--- config.mk ---
export PLATFORM = sky130hd
export DESIGN_NAME = ir_manchester_edge_decoder
export DESIGN_NICKNAME = d
export VERILOG_FILES = /design/src/design/ir_med_pkg.sv /design/src/design/ir_manchester_edge_decoder.sv
export SDC_FILE = /design/constraint.sdc
export NUM_CORES = 1
export LEC_CHECK = 0
export BUFFER_PORTS_ARGS = -buffer_cell sky130_fd_sc_hd__buf_2
export CAP_MARGIN = 25
export CORE_UTILIZATION = 39
export DETAILED_ROUTE_END_ITERATION = 8
export SLEW_MARGIN = 0
export SYNTH_ARGS = -nofsm -noshare
export SYNTH_HDL_FRONTEND = slang
export SYNTH_SLANG_ARGS = --single-unit
--- constraint.sdc ---
create_clock -name i_clk -period 6.8 [get_ports i_clk]
set_input_delay 0 -clock i_clk [delete_from_list [all_inputs] [get_ports i_clk]]
set_output_delay 0 -clock i_clk [all_outputs]
set_load 0.005 [all_outputs]
--- src/design/ir_med_pkg.sv ---
package ir_med_pkg;

    // Field and register widths
    localparam int INTERVAL_W = 16;
    localparam int TOL_W      = 8;
    localparam int CMD_W      = 6;
    localparam int CFG_IDX_W  = 2;
    localparam int CFG_DATA_W = 16;

    // Frame layout
    localparam int FRAME_BITS_DEF = 14;
    localparam int TOGGLE_INDEX   = 2;

    // Register reset values
    localparam logic [INTERVAL_W-1:0] LONG_RESET  = 16'd58;
    localparam logic [INTERVAL_W-1:0] SHORT_RESET = 16'd29;
    localparam logic [TOL_W-1:0]      TOL_RESET   = 8'd10;

    typedef logic [INTERVAL_W-1:0] t_interval;
    typedef logic [TOL_W-1:0]      t_tol;
    typedef logic [CMD_W-1:0]      t_cmd;

    typedef enum logic [CFG_IDX_W-1:0] {
        CFG_LONG  = 2'd0,
        CFG_SHORT = 2'd1,
        CFG_TOL   = 2'd2
    } t_cfg_index;

    // Open window: nom - tol < c < nom + tol, no wrap
    function automatic logic in_window(t_interval c, t_interval nom, t_tol tol);
        logic [INTERVAL_W:0] hi;
        logic [INTERVAL_W:0] lo;
        hi = {1'b0, nom} + {{(INTERVAL_W+1-TOL_W){1'b0}}, tol};
        lo = {1'b0, c} + {{(INTERVAL_W+1-TOL_W){1'b0}}, tol};
        return ({1'b0, c} < hi) && (lo > {1'b0, nom});
    endfunction

endpackage

--- src/design/ir_manchester_edge_decoder.sv ---
// Manchester IR frame decoder working from edge timing.
//
// Input channel (i_in_valid / o_in_ready): one item per IR edge, carrying the
// timer count since the previous edge in i_edge_interval.
// Output channel (o_out_valid / i_out_ready): one item per completed frame
// whose toggle bit differs from the previous accepted frame, carrying the
// six command bits and the toggle bit.
// Config port: i_cfg_we with i_cfg_index selects long interval (0), short
// interval (1) or window tolerance (2); other indexes are ignored. Write only
// while the block is idle.
//
// An accepted item is held in the input register and is classified and folded
// into the frame state when it advances, once the output register is empty or
// being taken; a frame's result enters the output register as it advances.
// Throughput is one item per cycle while the output is not stalled, set by the
// combinational window compare and state update between input and output register.
// Reset (synchronous, active low) restores the register defaults, sets the
// level to one and clears the bit count, pending half edge and toggle memory.
// When the receiver stalls, the output register holds its item and the input
// register still takes one more item; o_in_ready drops only once both are full.
module ir_manchester_edge_decoder #(
    parameter int FRAME_BITS = ir_med_pkg::FRAME_BITS_DEF
) (
    input  logic                            i_clk,
    input  logic                            i_rst_n,
    input  logic                            i_in_valid,
    output logic                            o_in_ready,
    input  logic [ir_med_pkg::INTERVAL_W-1:0] i_edge_interval,
    output logic                            o_out_valid,
    input  logic                            i_out_ready,
    output logic [ir_med_pkg::CMD_W-1:0]    o_command_code,
    output logic                            o_toggle_bit,
    input  logic                            i_cfg_we,
    input  logic [ir_med_pkg::CFG_IDX_W-1:0] i_cfg_index,
    input  logic [ir_med_pkg::CFG_DATA_W-1:0] i_cfg_data
);
    import ir_med_pkg::*;

    localparam int CNT_W = $clog2(FRAME_BITS + 1);
    localparam int IDX_W = $clog2(FRAME_BITS);

    // Configuration registers
    t_interval r_long;
    t_interval r_short;
    t_tol      r_tol;

    // Input register
    logic      r_item_vld;
    t_interval r_item;

    // Frame state
    logic                  r_level;
    logic                  r_half;
    logic [CNT_W-1:0]      r_count;
    logic [FRAME_BITS-1:0] r_frame;
    logic                  r_last_toggle;

    // Output register
    logic r_out_vld;
    t_cmd r_cmd;
    logic r_toggle;

    logic                  n_level;
    logic                  n_half;
    logic [CNT_W-1:0]      n_count;
    logic [FRAME_BITS-1:0] n_frame;
    logic                  n_last_toggle;
    t_cmd                  n_cmd;
    logic                  n_toggle;
    logic                  emit;
    logic                  advance;
    logic                  in_accept;

    // Process the held item when the output register can take its result
    assign advance    = r_item_vld && (!r_out_vld || i_out_ready);
    assign o_in_ready = !r_item_vld || advance;
    assign in_accept  = i_in_valid && o_in_ready;

    always_ff @(posedge i_clk) begin
        if (!i_rst_n) begin
            r_long  <= LONG_RESET;
            r_short <= SHORT_RESET;
            r_tol   <= TOL_RESET;
        end else if (i_cfg_we) begin
            case (t_cfg_index'(i_cfg_index))
                CFG_LONG:  r_long  <= i_cfg_data;
                CFG_SHORT: r_short <= i_cfg_data;
                CFG_TOL:   r_tol   <= i_cfg_data[TOL_W-1:0];
                default:   ;
            endcase
        end
    end

    always_ff @(posedge i_clk) begin
        if (!i_rst_n) begin
            r_item_vld <= 1'b0;
        end else if (in_accept) begin
            r_item_vld <= 1'b1;
        end else if (advance) begin
            r_item_vld <= 1'b0;
        end
    end

    always_ff @(posedge i_clk) begin
        if (in_accept) begin
            r_item <= i_edge_interval;
        end
    end

    // Classify the edge and fold it into the frame
    always_comb begin
        logic             store;
        logic             store_val;
        logic [CNT_W-1:0] pos;
        logic [CNT_W-1:0] cnt_inc;
        n_level       = r_level;
        n_half        = r_half;
        n_frame       = r_frame;
        n_last_toggle = r_last_toggle;
        store         = 1'b0;
        store_val     = r_level;
        pos           = r_count;
        emit          = 1'b0;

        if (in_window(r_item, r_long, r_tol)) begin
            // Full-bit interval: invert the level and store it
            n_level   = ~r_level;
            store     = 1'b1;
            store_val = ~r_level;
            n_half    = 1'b0;
        end else if (in_window(r_item, r_short, r_tol)) begin
            // Half-bit interval: store on every second one
            if (!r_half) begin
                n_half = 1'b1;
            end else begin
                store  = 1'b1;
                n_half = 1'b0;
            end
        end else begin
            // Out-of-window interval: start a new frame with bit 0 = 1
            n_level   = 1'b1;
            store     = 1'b1;
            store_val = 1'b1;
            pos       = '0;
        end

        cnt_inc = pos + CNT_W'(1);
        n_count = store ? cnt_inc : r_count;
        if (store) begin
            n_frame[pos[IDX_W-1:0]] = store_val;
        end

        // Frame complete: rearm and report on a toggle change
        if (n_count == CNT_W'(FRAME_BITS)) begin
            n_level = 1'b1;
            n_count = '0;
            if (n_frame[TOGGLE_INDEX] != r_last_toggle) begin
                emit          = 1'b1;
                n_last_toggle = n_frame[TOGGLE_INDEX];
            end
        end
    end

    // First received command bit lands in the MSB
    always_comb begin
        for (int k = 0; k < CMD_W; k++) begin
            n_cmd[CMD_W-1-k] = n_frame[FRAME_BITS-CMD_W+k];
        end
        n_toggle = n_frame[TOGGLE_INDEX];
    end

    always_ff @(posedge i_clk) begin
        if (!i_rst_n) begin
            r_level       <= 1'b1;
            r_half        <= 1'b0;
            r_count       <= '0;
            r_last_toggle <= 1'b0;
        end else if (advance) begin
            r_level       <= n_level;
            r_half        <= n_half;
            r_count       <= n_count;
            r_last_toggle <= n_last_toggle;
        end
    end

    // Frame bits need no reset: every bit is written before a frame closes
    always_ff @(posedge i_clk) begin
        if (advance) begin
            r_frame <= n_frame;
        end
    end

    always_ff @(posedge i_clk) begin
        if (!i_rst_n) begin
            r_out_vld <= 1'b0;
        end else if (advance) begin
            r_out_vld <= emit;
        end else if (i_out_ready) begin
            r_out_vld <= 1'b0;
        end
    end

    always_ff @(posedge i_clk) begin
        if (advance && emit) begin
            r_cmd    <= n_cmd;
            r_toggle <= n_toggle;
        end
    end

    assign o_out_valid    = r_out_vld;
    assign o_command_code = r_cmd;
    assign o_toggle_bit   = r_toggle;

endmodule

==> results.py <==
metrics = {
    "yosys": {
        "synth_edf_count": 30,
        "synth_flop_cell": "dfxtp_1",
        "syn-num-nets": 799,
        "synthTopCellsByCount": "ha_1 (90), nand2_1 (90), a21oi_1 (60)",
        "synthArstFlopShare_pct": 0,
        "ys_seq_area_share_pct": 31.8,
        "yosysTopAreaCellShare_pct": 19.0,
        "synth_area_per_cell_sq_um": 8.87,
        "netlist_area_sq_um": 5920,
        "yosysWarnings": 0,
        "synthCells": 667,
        "synth_top_area_cell": "ha_1",
        "synth.distinct_cells": 65,
        "yosys_register_bits": 79,
        "yosys-top-cells-area": "ha_1 (19%), dfxtp_1 (17%), edfxtp_1 (15%)",
    },
    "outcome": {
        "status": "finished, final reports clean",
    },
    "timing": {
        "setup_viol": 0,
        "post-route-period-util_pct": 92.8,
        "rsz0062_at_grt": "no",
        "worstMarginPinSlew_ns": 0.969,
        "slew_violations": 0,
        "fmax_mhz": 158,
        "period_minus_slack_ns": 6.31,
        "finalSetupTns_ns": 0,
        "hold_viol_final": 0,
        "fin_skew_ns": 0.0131,
        "slew_headroom_pct": 35.4,
    },
    "clock_network": {
        "h-tree-depth": 3,
        "cts_tree": "yes",
        "clock-root-buffer": "clkbuf_16",
        "cts-buffers-inserted": 9,
        "clk_pin_slew_ns": 0.07,
        "cts_sinks": 79,
        "clk_latency_ns": 0.36,
        "cts_setup_buffers": 0,
        "max-clock-path-buffers": 2,
    },
    "die": {
        "row_count": 44,
        "chipHeight_um": 125,
        "boundaryPins": 48,
        "chipWidth_um": 125,
        "fp.dieArea_sq_um": 15700,
        "initial_utilization_pct": 40.3,
        "core_area_sq_um": 14700,
    },
    "worst_setup_path": {
        "end_kind": "flip-flop",
        "rr_startpoint": "r_item[1]",
        "cp_data_required_time_ns": 6.87,
        "worst_ep_arrival_time_ns": 6.39,
        "path_class": "flip-flop to flip-flop",
        "crit_fanout": 8,
        "worstSetupStartpoint": "r_item[1]",
        "cp-start-kind": "flip-flop",
    },
    "detailed_routing": {
        "drc_errors": 0,
        "ant_nets": 0,
        "vias": 5051,
        "wl_mm": 16.2,
        "via_per_inst": 5.37,
        "drtIter0Drc": 314,
        "firstDrtPassIters": 6,
        "routedWlPerCell_um": 17.3,
    },
    "global_routing": {
        "antenna_found_initial": 0,
        "grt_max_degree": 37,
        "grt_pass1_wl_mm": 26.4,
        "grt_pass1_vias": 5152,
        "gr-total-overflow": 0,
        "grt_use_total_pct": 21.8,
    },
    "worst_hold_path": {
        "min_from": "i_cfg_index[1]",
        "hold_path.class": "input pin to flip-flop",
    },
    "placement": {
        "gp_congestion": 0.927,
        "io_buffers": 47,
        "dp.final_hpwl_mm": 12.6,
    },
    "layout": {
        "nFillCells": 1389,
        "nets": 883,
        "diodes": 0,
        "layout-drive-gt1-share_pct": 11.9,
        "area_growth_pct": 18.6,
        "area.sequential_sq_um": 1880,
        "multiInputGateArea_sq_um": 3810,
    },
    "power": {
        "p_leak_nw": 2.90,
        "p_per_area_nw_per_um2": 192,
        "peakVddDrop_uv": 143,
        "power_mw": 1.35,
    },
    "run": {
        "max_cap_viol_count": 0,
    },
}
## state kept, by name, summed over array words and instances, names as in the netlist
| signal | flops |
|---|---|
| r_last_toggle | 1 |
| r_item | 16 |
| r_count | 4 |
| r_short | 16 |
| r_half | 1 |
| o_toggle_bit | 1 |
| r_tol | 8 |
| o_out_valid | 1 |
| r_item_vld | 1 |
| r_level | 1 |
| o_command_code | 6 |
| r_long | 16 |
| r_frame | 7 |
## cells in the final DEF (no fill, tap or decap), drive strengths merged, types with 4 or more instances in the layout
master       Yosys  layout
a21o            13      13
nor2            47      47
ha              90      90
o21bai           6       6
nor3            13      13
xor2            12      12
edfxtp          30      30
buf              1      51
mux2i           11      11
mux2             7       7
o21ai           18      18
clkinv           1       4
nand2           91      91
dlygate4sd3      0      35
or3              4       4
nand4           13      13
and3            11      11
inv             49      53
nor2b            8       8
o21a             6       6
and2             4       4
nand2b           5       5
a211oi           7       7
xnor2           29      29
dfxtp           49      49
o211ai          12      12
a21oi           61      61
nand3           12      12
clkbuf          12       9
## repair_timing
action / CTS / global route
hold buffers: 35 / 0
endpoints found under the setup margin: 0 / 7
resized for setup: 0 / 3
endpoints found under the hold margin: 58 / 0
## cells by family (layout without fill, tap and decap cells)
kind of cell | count (synthesis) | count (layout) | synth area share [%]
DFF | 79 | 79 | 31.8
adders and majority gates | 93 | 93 | 20.0
buffers and inverters | 63 | 152 | 3.99
xor gates and xnor gates | 41 | 41 | 6.19
AOI/OAI and AO/OA | 149 | 149 | 16.9
muxes | 18 | 18 | 3.32
and+or+nand+nor | 224 | 224 | 17.8
## critical path, stage by stage (launching register included)
cell and delay, ns:
edfxtp_1 0.46, ha_1 0.31, a21o_1 0.20, a21oi_1 0.24
o21bai_1 0.09, a21oi_1 0.24, o21bai_1 0.12, a21oi_1 0.24
nor2b_1 0.08, o21a_1 0.22, and3_1 0.20, xor2_1 0.17
ha_1 0.34, nand4_1 0.14, nor3_1 0.29, a221oi_1 0.12
a21boi_0 0.31, nor2_1 0.16, o21ai_2 0.31, nand2_1 0.17
ha_1 0.34, nor2_1 0.15, nand2_1 0.07, a211o_1 0.32
a311oi_4 0.34, nand2_2 0.11, nor2_1 0.12, buf_4 0.17
## worst paths after layout
| path | end | depth (start not counted) | slack [ns] |
|---|---|---|---|
| setup / recovery | o_command_code[1] | 27 | 0.49 |
| hold / removal | r_long[15] | 5 | 0.22 |
| setup reg to reg | o_command_code[1] | 27 | 0.49 |
| hold reg to reg | r_short[14] | 2 | 0.47 |
## stage by stage
step	util (%)	hold slack [ns]	instance area (sq um)	setup WS, ns	cells
after global placement	43.3	0.176	6370	0.495	889
final	47.7	0.216	7020	0.486	940
after CTS	47.7	0.201	7010	0.348	940
after detailed placement	43.3	0.178	6370	0.401	889
after global routing	47.7	0.236	7020	0.0535	940
after floorplan	-	0.0989	5920	0.907	667
## cell type report
type                    count  area share, %
clock inverters             7          0.891
clock buffers               9           3.21
flip-flops and latches     79           26.8
inverters                  50           2.67
multi-input cells         525           54.4
repair buffers             86           8.77
well taps                 184           3.28
## routing by layer
metal  wire length [um]  track usage [%]
met3                510             3.17
met5                  0                0
met1               7820             28.7
met2               7610             36.6
met4                293             7.10
## power by group
group / total [mW] / leakage (nW) / internal [mW] / switching, mW
logic: 0.330 / 2.08 / 0.144 / 0.186
registers: 0.537 / 0.678 / 0.511 / 0.0257
clock network: 0.483 / 0.144 / 0.256 / 0.227
No activity file was read; power rests on OpenSTA's default activity.
